**config.mk**
```make
export PLATFORM = sky130hd
export DESIGN_NAME = cubic_correlation_product_flat
export DESIGN_NICKNAME = d
export VERILOG_FILES = /design/src/hdl/ccp_pkg.sv /design/src/hdl/ccp_ifs.sv /design/src/hdl/cubic_correlation_product.sv /design/src/hdl/ccp_div.sv /design/src/hdl/ccp_mul.sv /design/src/flat_wrapper.sv
export VERILOG_INCLUDE_DIRS = /design/src /design/src/hdl
export SDC_FILE = /design/constraint.sdc
export NUM_CORES = 2
export LEC_CHECK = 0
export CELL_PAD_IN_SITES_DETAIL_PLACEMENT = 0
export CELL_PAD_IN_SITES_GLOBAL_PLACEMENT = 2
export CORE_AREA = 2 2 272 274
export DETAILED_ROUTE_END_ITERATION = 7
export DIE_AREA = 0 0 274 276
export DONT_BUFFER_PORTS = 1
export PLACE_DENSITY_LB_ADDON = 0.12
export SLEW_MARGIN = 20
export SYNTH_ARGS = -nofsm -noshare
export SYNTH_HDL_FRONTEND = slang
export SYNTH_SLANG_ARGS = --single-unit
```
**constraint.sdc**
```tcl
create_clock -name clk -period 7.85 [get_ports clk]
set_input_delay 1.57 -clock clk [delete_from_list [all_inputs] [get_ports clk]]
set_output_delay 1.57 -clock clk [all_outputs]
set_load 0.05 [all_outputs]
```
**src/hdl/assert_macros.svh**
```systemverilog
`ifndef ASSERT_MACROS_SVH
`define ASSERT_MACROS_SVH

// Clocked check with reset masking; prop may use |-> or |=>.
`define ASSERT_CLK(lbl, prop, msg) \
	lbl: assert property (@(posedge clk) disable iff (!arst_n) prop) else $error(msg);

// Condition that must never be seen at a clock edge.
`define ASSERT_NEVER(lbl, cond, msg) \
	lbl: assert property (@(posedge clk) disable iff (!arst_n) !(cond)) else $error(msg);

`endif

```
**src/hdl/ccp_pkg.sv**
```systemverilog
package ccp_pkg;

	typedef logic signed [31:0] coord_t;
	typedef logic [30:0]        scale_t;
	typedef logic [30:0]        q30_t;

	localparam q30_t Q30_ONE = 31'h4000_0000;

	// divider: one quotient bit per cycle
	localparam int DIV_STEPS   = 31;
	localparam int DIV_CNT_W   = $clog2(DIV_STEPS);

	// multiplier: 8-bit digits of the second operand, LSB first
	localparam int MUL_DIGIT_W = 8;
	localparam int MUL_OPB_W   = 32;
	localparam int MUL_DIGITS  = MUL_OPB_W / MUL_DIGIT_W;
	localparam int MUL_CNT_W   = $clog2(MUL_DIGITS);

	typedef enum logic [3:0] {
		ST_IDLE,
		ST_ABS,
		ST_CLASS,
		ST_DIV,
		ST_EVAL,
		ST_MUL1,
		ST_MUL2,
		ST_POLY,
		ST_MUL3,
		ST_EMIT
	} ccp_state_t;

endpackage

```
**src/hdl/ccp_ifs.sv**
```systemverilog
interface ccp_in_if;
	import ccp_pkg::*;

	logic   valid;
	logic   ready;
	coord_t x_coord;
	coord_t y_coord;
	scale_t length_scale;
	logic   last_dim;

	modport source (output valid, output x_coord, output y_coord, output length_scale,
		output last_dim, input ready);
	modport sink (input valid, input x_coord, input y_coord, input length_scale,
		input last_dim, output ready);
endinterface

interface ccp_out_if;
	import ccp_pkg::*;

	logic valid;
	logic ready;
	q30_t correlation;

	modport source (output valid, output correlation, input ready);
	modport sink (input valid, input correlation, output ready);
endinterface

```
**src/hdl/cubic_correlation_product.sv**
```systemverilog
// channel  | modport | beat contents
// item     | sink    | x_coord, y_coord, length_scale, last_dim
// result   | source  | correlation (Q1.30), one beat per item with last_dim set
//
// One item at a time, with the time for a non-zero factor set mainly by the bit-serial
// divider (31 quotient bits) and three passes of the 4-digit multiplier; a factor
// that is zero skips the divider.
// The last item of a pair passes through ST_EMIT to load the output register.
// Reset restores the running product to 1.0 and empties the output register.
// A stalled result holds only the last item of the next pair; earlier ones proceed.
`include "assert_macros.svh"

module cubic_correlation_product (
	input  logic       clk,
	input  logic       arst_n,
	ccp_in_if.sink     item,
	ccp_out_if.source  result
);
	import ccp_pkg::*;

	ccp_state_t         state_q, state_d;
	logic signed [32:0] diff_q;
	logic [32:0]        a_q;
	scale_t             scale_q;
	logic               last_q;
	logic               first_q;
	q30_t               op_q;
	q30_t               m1_q;
	q30_t               r_q;
	q30_t               prod_q;
	q30_t               out_q;
	logic               out_valid_q;

	logic               zero_c;
	logic               first_c;
	logic               div_start, div_done;
	q30_t               div_q;
	logic               mul_start, mul_done;
	q30_t               mul_a, mul_b, mul_p;
	logic               emit_load;
	logic               accept;
	q30_t               t_c;
	logic [32:0]        six_c;
	q30_t               r_c;
	logic               in_mul_c;

	assign accept  = item.valid && item.ready;
	assign zero_c  = (scale_q == '0) || (a_q > {2'b0, scale_q});
	assign first_c = {a_q, 1'b0} <= {3'b0, scale_q};

	// first branch: 1 - 6(d^2 - d^3); second: 2 e^3
	assign t_c   = m1_q - mul_p;
	assign six_c = {t_c, 2'b0} + {1'b0, t_c, 1'b0};
	assign r_c   = first_q ? (Q30_ONE - six_c[30:0]) : {mul_p[29:0], 1'b0};

	assign in_mul_c = (state_q == ST_MUL1) || (state_q == ST_MUL2) || (state_q == ST_MUL3);

	ccp_div u_div (
		.clk      (clk),
		.arst_n   (arst_n),
		.start    (div_start),
		.dividend (a_q[30:0]),
		.divisor  (scale_q),
		.done     (div_done),
		.quot     (div_q)
	);

	ccp_mul u_mul (
		.clk    (clk),
		.arst_n (arst_n),
		.start  (mul_start),
		.op_a   (mul_a),
		.op_b   (mul_b),
		.done   (mul_done),
		.prod   (mul_p)
	);

	always_comb begin
		state_d = state_q;
		unique case (state_q)
			ST_IDLE:  if (item.valid) state_d = ST_ABS;
			ST_ABS:   state_d = ST_CLASS;
			ST_CLASS: state_d = zero_c ? ST_MUL3 : ST_DIV;
			ST_DIV:   if (div_done) state_d = ST_EVAL;
			ST_EVAL:  state_d = ST_MUL1;
			ST_MUL1:  if (mul_done) state_d = ST_MUL2;
			ST_MUL2:  if (mul_done) state_d = ST_POLY;
			ST_POLY:  state_d = ST_MUL3;
			ST_MUL3:  if (mul_done) state_d = last_q ? ST_EMIT : ST_IDLE;
			ST_EMIT:  if (!out_valid_q || result.ready) state_d = ST_IDLE;
			default:  state_d = ST_IDLE;
		endcase
	end

	always_comb begin
		item.ready = 1'b0;
		div_start  = 1'b0;
		mul_start  = 1'b0;
		mul_a      = op_q;
		mul_b      = op_q;
		emit_load  = 1'b0;
		unique case (state_q)
			ST_IDLE: item.ready = 1'b1;
			ST_DIV:  div_start = 1'b1;
			ST_MUL1: mul_start = 1'b1;
			ST_MUL2: begin
				mul_start = 1'b1;
				mul_a     = m1_q;
			end
			ST_MUL3: begin
				mul_start = 1'b1;
				mul_a     = prod_q;
				mul_b     = r_q;
			end
			ST_EMIT: emit_load = !out_valid_q || result.ready;
			default: ;
		endcase
	end

	always_ff @(posedge clk or negedge arst_n) begin
		if (!arst_n) begin
			state_q     <= ST_IDLE;
			prod_q      <= Q30_ONE;
			out_valid_q <= 1'b0;
		end else begin
			state_q <= state_d;
			if (state_q == ST_MUL3 && mul_done) begin
				prod_q <= mul_p;
			end else if (emit_load) begin
				prod_q <= Q30_ONE;
			end
			if (emit_load) begin
				out_valid_q <= 1'b1;
			end else if (result.ready) begin
				out_valid_q <= 1'b0;
			end
		end
	end

	always_ff @(posedge clk) begin
		if (accept) begin
			diff_q  <= 33'(item.x_coord) - 33'(item.y_coord);
			scale_q <= item.length_scale;
			last_q  <= item.last_dim;
		end
		if (state_q == ST_ABS) begin
			a_q <= diff_q[32] ? 33'(-diff_q) : 33'(diff_q);
		end
		if (state_q == ST_CLASS) begin
			first_q <= first_c;
			r_q     <= '0;
		end
		if (state_q == ST_EVAL) begin
			op_q <= first_q ? div_q : (Q30_ONE - div_q);
		end
		if (state_q == ST_MUL1 && mul_done) begin
			m1_q <= mul_p;
		end
		if (state_q == ST_POLY) begin
			r_q <= r_c;
		end
		if (emit_load) begin
			out_q <= prod_q;
		end
	end

	assign result.valid       = out_valid_q;
	assign result.correlation = out_q;

	`ASSERT_NEVER(a_prod_range, prod_q > Q30_ONE, "running product above 1.0")
	`ASSERT_CLK(a_div_quot, div_done |-> div_q <= Q30_ONE, "quotient above 1.0")
	`ASSERT_CLK(a_div_state, div_done |-> state_q == ST_DIV, "divider finished out of turn")
	`ASSERT_CLK(a_mul_state, mul_done |-> in_mul_c, "multiplier finished out of turn")
	`ASSERT_CLK(a_emit_src, $rose(result.valid) |-> $past(state_q) == ST_EMIT, "result raised outside emit")

endmodule

```
**src/hdl/ccp_div.sv**
```systemverilog
module ccp_div (
	input  logic            clk,
	input  logic            arst_n,
	input  logic            start,
	input  ccp_pkg::q30_t   dividend,
	input  ccp_pkg::scale_t divisor,
	output logic            done,
	output ccp_pkg::q30_t   quot
);
	import ccp_pkg::*;

	logic                 busy_q;
	logic                 done_q;
	logic [DIV_CNT_W-1:0] cnt_q;
	logic [31:0]          rem_q;
	q30_t                 quo_q;
	logic                 ge;
	logic [31:0]          rem_sub;
	logic                 launch;

	assign launch  = start && !busy_q && !done_q;
	assign ge      = rem_q >= {1'b0, divisor};
	assign rem_sub = ge ? (rem_q - {1'b0, divisor}) : rem_q;

	always_ff @(posedge clk or negedge arst_n) begin
		if (!arst_n) begin
			busy_q <= 1'b0;
			done_q <= 1'b0;
			cnt_q  <= '0;
		end else begin
			done_q <= 1'b0;
			if (launch) begin
				busy_q <= 1'b1;
				cnt_q  <= DIV_CNT_W'(DIV_STEPS - 1);
			end else if (busy_q) begin
				if (cnt_q == '0) begin
					busy_q <= 1'b0;
					done_q <= 1'b1;
				end else begin
					cnt_q <= cnt_q - 1'b1;
				end
			end
		end
	end

	// restoring division: the remainder stays below the divisor, so doubling fits 32 bits
	always_ff @(posedge clk) begin
		if (launch) begin
			rem_q <= {1'b0, dividend};
			quo_q <= '0;
		end else if (busy_q) begin
			rem_q <= {rem_sub[30:0], 1'b0};
			quo_q <= {quo_q[29:0], ge};
		end
	end

	assign done = done_q;
	assign quot = quo_q;

endmodule

```
**src/hdl/ccp_mul.sv**
```systemverilog
module ccp_mul (
	input  logic          clk,
	input  logic          arst_n,
	input  logic          start,
	input  ccp_pkg::q30_t op_a,
	input  ccp_pkg::q30_t op_b,
	output logic          done,
	output ccp_pkg::q30_t prod
);
	import ccp_pkg::*;

	logic                   busy_q;
	logic                   done_q;
	logic [MUL_CNT_W-1:0]   cnt_q;
	q30_t                   a_q;
	logic [MUL_OPB_W-1:0]   b_q;
	logic [31:0]            hi_q;
	logic [31:0]            lo_q;
	logic [38:0]            pp;
	logic [39:0]            sum;
	logic                   launch;

	assign launch = start && !busy_q && !done_q;
	assign pp     = {8'b0, a_q} * {31'b0, b_q[MUL_DIGIT_W-1:0]};
	assign sum    = {8'b0, hi_q} + {1'b0, pp};

	always_ff @(posedge clk or negedge arst_n) begin
		if (!arst_n) begin
			busy_q <= 1'b0;
			done_q <= 1'b0;
			cnt_q  <= '0;
		end else begin
			done_q <= 1'b0;
			if (launch) begin
				busy_q <= 1'b1;
				cnt_q  <= MUL_CNT_W'(MUL_DIGITS - 1);
			end else if (busy_q) begin
				if (cnt_q == '0) begin
					busy_q <= 1'b0;
					done_q <= 1'b1;
				end else begin
					cnt_q <= cnt_q - 1'b1;
				end
			end
		end
	end

	// shift-add one digit a cycle; the low word collects retired bits
	always_ff @(posedge clk) begin
		if (launch) begin
			a_q  <= op_a;
			b_q  <= {1'b0, op_b};
			hi_q <= '0;
			lo_q <= '0;
		end else if (busy_q) begin
			hi_q <= sum[39:8];
			lo_q <= {sum[7:0], lo_q[31:8]};
			b_q  <= b_q >> MUL_DIGIT_W;
		end
	end

	// full product >> 30
	assign prod = {hi_q[28:0], lo_q[31:30]};
	assign done = done_q;

endmodule
```
**src/flat_wrapper.sv**
```systemverilog
// flat-port wrapper written by rule: the top's interface ports become plain ports
module cubic_correlation_product_flat import ccp_pkg::*;
  (clk, arst_n, item_valid, item_x_coord, item_y_coord, item_length_scale, item_last_dim, item_ready, result_valid, result_correlation, result_ready);
  ccp_in_if item_i ();
  ccp_out_if result_i ();
  input  logic clk;
  input  logic arst_n;
  input wire logic [$bits(item_i.valid)-1:0] item_valid;
  input wire logic [$bits(item_i.x_coord)-1:0] item_x_coord;
  input wire logic [$bits(item_i.y_coord)-1:0] item_y_coord;
  input wire logic [$bits(item_i.length_scale)-1:0] item_length_scale;
  input wire logic [$bits(item_i.last_dim)-1:0] item_last_dim;
  output wire logic [$bits(item_i.ready)-1:0] item_ready;
  output wire logic [$bits(result_i.valid)-1:0] result_valid;
  output wire logic [$bits(result_i.correlation)-1:0] result_correlation;
  input wire logic [$bits(result_i.ready)-1:0] result_ready;
  assign item_i.valid = item_valid;
  assign item_i.x_coord = item_x_coord;
  assign item_i.y_coord = item_y_coord;
  assign item_i.length_scale = item_length_scale;
  assign item_i.last_dim = item_last_dim;
  assign item_ready = item_i.ready;
  assign result_valid = result_i.valid;
  assign result_correlation = result_i.correlation;
  assign result_i.ready = result_ready;
  cubic_correlation_product u_core (.clk(clk), .arst_n(arst_n), .item(item_i), .result(result_i));
endmodule
```
==> impl_results.md <==
* Status: finished clean
* Post-synthesis compound-gate area fraction at 13.57%
* HP Class: reg -> reg
* Main combinational cell family by area after synthesis: adder cells
* Die Width at 274 um
* Final WL at 87.19 mm
* Global-route wire length before repair at 140.6 mm
* Worst-margin pin slew at 1.070 ns
* CTS sink cnt at 428
* Area after DPL at 0.03412 mm^2
* ANT nets after route at 0
* Post-Syn Instances at 3381
* Hold path start: u_core.u_div.quot[22]$_SDFFE_PP0P_
* Flops & latches, synth at 428
* IO buf count at 0
* Tcrit/Tclk final at 79.76%
* Nets at 3930
* H-tree depth at 2
* Hold Fails Final Rpt at 0
* Final Slew Violations at 0
* Startpoint types: flip-flop
* Core Area at 0.07259 mm^2
* Crit-path max FO at 31
* Root buf cell: clkbuf_16
* Post-synthesis sequential area ratio at 36.08%
* Netlist cell types at 86
* Final Cell Area at 0.03586 mm^2
* Global Route Usage Sum at 23.50%
* GRT met2 Usage at 40.15%
* Yosys synthesis warning count at 0
* Layout cells sized above 1 at 4.336%
* Clk_lat worst skew at 0.61 ns
* Multi-input logic area at 0.01936 mm^2
* Post-CTS Setup Inserts at 0
* Reg2Reg Depth at 19
* Cts hold-fix bufs at 0
* Final setup viols at 0
* Sequential Area at 0.01196 mm^2
* Commonest non-fill, non-tap cell in the layout: nand2_1
* Avg Cell Area, Syn at 9.802 um^2
* Minimum clock period at 6.262 ns
* Critical path class: reg -> reg
* RSZ-0062 raised after global routing: false
* IO Count at 133
* Mapped cell area at 0.03314 mm^2
* Starting DRT DRC Count at 1147
* Starting Density at 45.66%
* Worst Hold Depth at 2
* Largest net degree at the start of global routing at 66
* Chip Height at 276 um
* Xor-xnor portion of the synthesized cell area at 5.327%
* Critical R2R Launch: u_core.u_mul.b_q[7]$_DFFE_PP_
* CTS Buffer Depth at 3
* Inserted Clock Buffers at 52
* HPWL Detailed at 68.90 mm
* Simple-gate area share of the yosys netlist at 14.88%
* Drt first pass iters at 5
* Synthesis-to-finish area growth at 8.197%
* Max-cap violations at 0
* DRC errors left at 0
* TritonCTS clock tree: built
* Overflow left after global routing at 0
* FMAX at 0.1597 GHz
* Top_reg_cell synth: edfxtp_1
* Die ar. at 0.07562 mm^2
* Vias in the first global route at 24990
* Setup TNS at 0 ns
* Wirelength per Cell at 20.04 um
* Async SR Flop Fraction at 10.98%
* Post-CTS sizing at 0
* Initial antenna violation count at 4
* Final core utilization at 49.40%
* Critical path required time at 8.31 ns
* Mux contribution to synthesized area at 1.605%
* Post-synth EDFFs at 315
* Inst Count DP at 4252
* Adder-cell share of the synthesized area at 22.91%
* DR vias/cell at 5.485
* Final clock skew at 0.02525 ns
* Met3 Resource Use GR at 2.771%
* Syn_nets at 3963
* Clock-pin slew on the worst setup and hold paths at 0.06 ns
* Met1 Use GR at 31.36%
* Fin cells at 4350
* Most frequent cells in the layout: nand2_1 (425), inv_1 (376), edfxtp_1 (315), ha_1 (274), fa_1 (208)
* Placer Congestion at 0.8755
* Source of the critical timing path: u_core.u_mul.b_q[7]$_DFFE_PP_
* Placement row count at 99
* Crit path DAT at 6.72 ns
* Gr busiest metal: met2
* Crit end category: flip-flop
* Relative slew slack at 28.67%
* Via Count at 23860
* Final-layout fill cell count at 6785
[stage by stage]
stage               setup WS, ns  hold WS [ns]
global route               1.213        0.4751
finish                     1.588        0.4594
detailed placement         1.540        0.4489
CTS                        1.529        0.4650
global placement           1.579        0.4445
floorplan                  2.504        0.4082
[cell usage after synthesis, drive strengths merged, types with 17 or more instances]
| cell | instances | area [um^2] |
|---|---|---|
| dfrtp | 46 | 1151 |
| ha | 274 | 3428 |
| mux2i | 52 | 520.5 |
| nor4 | 20 | 152.6 |
| o21a | 26 | 195.2 |
| and2 | 181 | 1132 |
| nand3 | 17 | 85.08 |
| edfxtp | 315 | 9459 |
| o31ai | 24 | 180.2 |
| buf | 18 | 95.09 |
| nor3 | 50 | 250.2 |
| nand4 | 33 | 206.5 |
| inv | 378 | 1419 |
| o21bai | 19 | 142.6 |
| a22oi | 32 | 240.2 |
| xor2 | 84 | 735.7 |
| a31oi | 42 | 277.8 |
| o21ai | 162 | 810.8 |
| o22ai | 22 | 137.6 |
| a21o | 87 | 653.1 |
| nand2b | 31 | 193.9 |
| clkbuf | 93 | 349.1 |
| nand2 | 426 | 1602 |
| a21oi | 184 | 920.9 |
| dfxtp | 66 | 1321 |
| nor2 | 176 | 663.1 |
| xnor2 | 115 | 1007 |
| fa | 208 | 4164 |
| nor2b | 25 | 156.4 |
[area by class of cell]
| type | instances | share of cell area [%] |
|---|---|---|
| Multi-Input combinational cell | 2463 | 54.00 |
| Sequential cell | 428 | 33.35 |
| Clock buffer | 74 | 4.097 |
| Inverter | 379 | 3.971 |
| Tap cell | 959 | 3.346 |
| Clock inverter | 22 | 0.7084 |
| Timing Repair Buffer | 24 | 0.5234 |
| Antenna cell | 1 | 0.006979 |
[critical path: stages (launching register included)]
cell and delay (ns):
edfxtp_1 0.95, nand2_1 0.18, fa_1 0.56, fa_1 0.56
inv_1 0.06, fa_1 0.53, inv_1 0.05, fa_1 0.53
inv_1 0.04, ha_1 0.34, a21o_1 0.18, a21o_1 0.17
a41o_1 0.31, a21oi_1 0.33, o2111ai_1 0.25, a31o_2 0.33
a31o_2 0.27, a21oi_1 0.21, xor2_1 0.17, o22ai_1 0.09
[layer usage]
metal	vias to the layer above	routed length, um
li1	11590	-
met1	11700	39300
met2	454	42290
met3	110	3073
met4	2	2512
met5	-	13
[worst paths after layout]
path | slack, ns | end
hold / removal | 0.46 | u_core.u_div.quot[23]$_SDFFE_PP0P_
hold reg to reg | 0.46 | u_core.u_div.quot[23]$_SDFFE_PP0P_
setup / recovery | 1.59 | u_core.u_mul.hi_q[17]$_SDFFE_PP0P_
setup reg to reg | 1.59 | u_core.u_mul.hi_q[17]$_SDFFE_PP0P_
max in group asynchronous | 6.97 | u_core.prod_q[30]$_DFFE_PN1P_
min in group asynchronous | 0.65 | u_core.u_div.cnt_q[1]$_DFFE_PN0P_
[logic make-up (layout without fill, tap and decap cells)]
group	Yosys count	after routing
and+or+nand+nor	1025	1025
other	0	1
DFF	428	428
muxes	53	53
buffers and inverters	490	499
xor gates and xnor gates	200	200
AOI/OAI and AO/OA	703	703
adders and majority gates	482	482
[state kept, by name, summed over array words and instances, names as in the netlist, 2 cells and up]
name,flops
u_core.a_q,33
u_core.diff_q,33
u_core.m1_q,31
u_core.op_q,31
u_core.prod_q,31
u_core.r_q,30
u_core.result.correlation,31
u_core.scale_q,31
u_core.state_q,4
u_core.u_div.cnt_q,5
u_core.u_div.quot,31
u_core.u_div.rem_q,32
u_core.u_mul.a_q,31
u_core.u_mul.b_q,31
u_core.u_mul.cnt_q,2
u_core.u_mul.hi_q,32
u_core.u_mul.lo_q,2
Power is left out: the tool's default activity adds up to more than one toggle a clock period on the data nets, which glitch-free logic cannot reach.
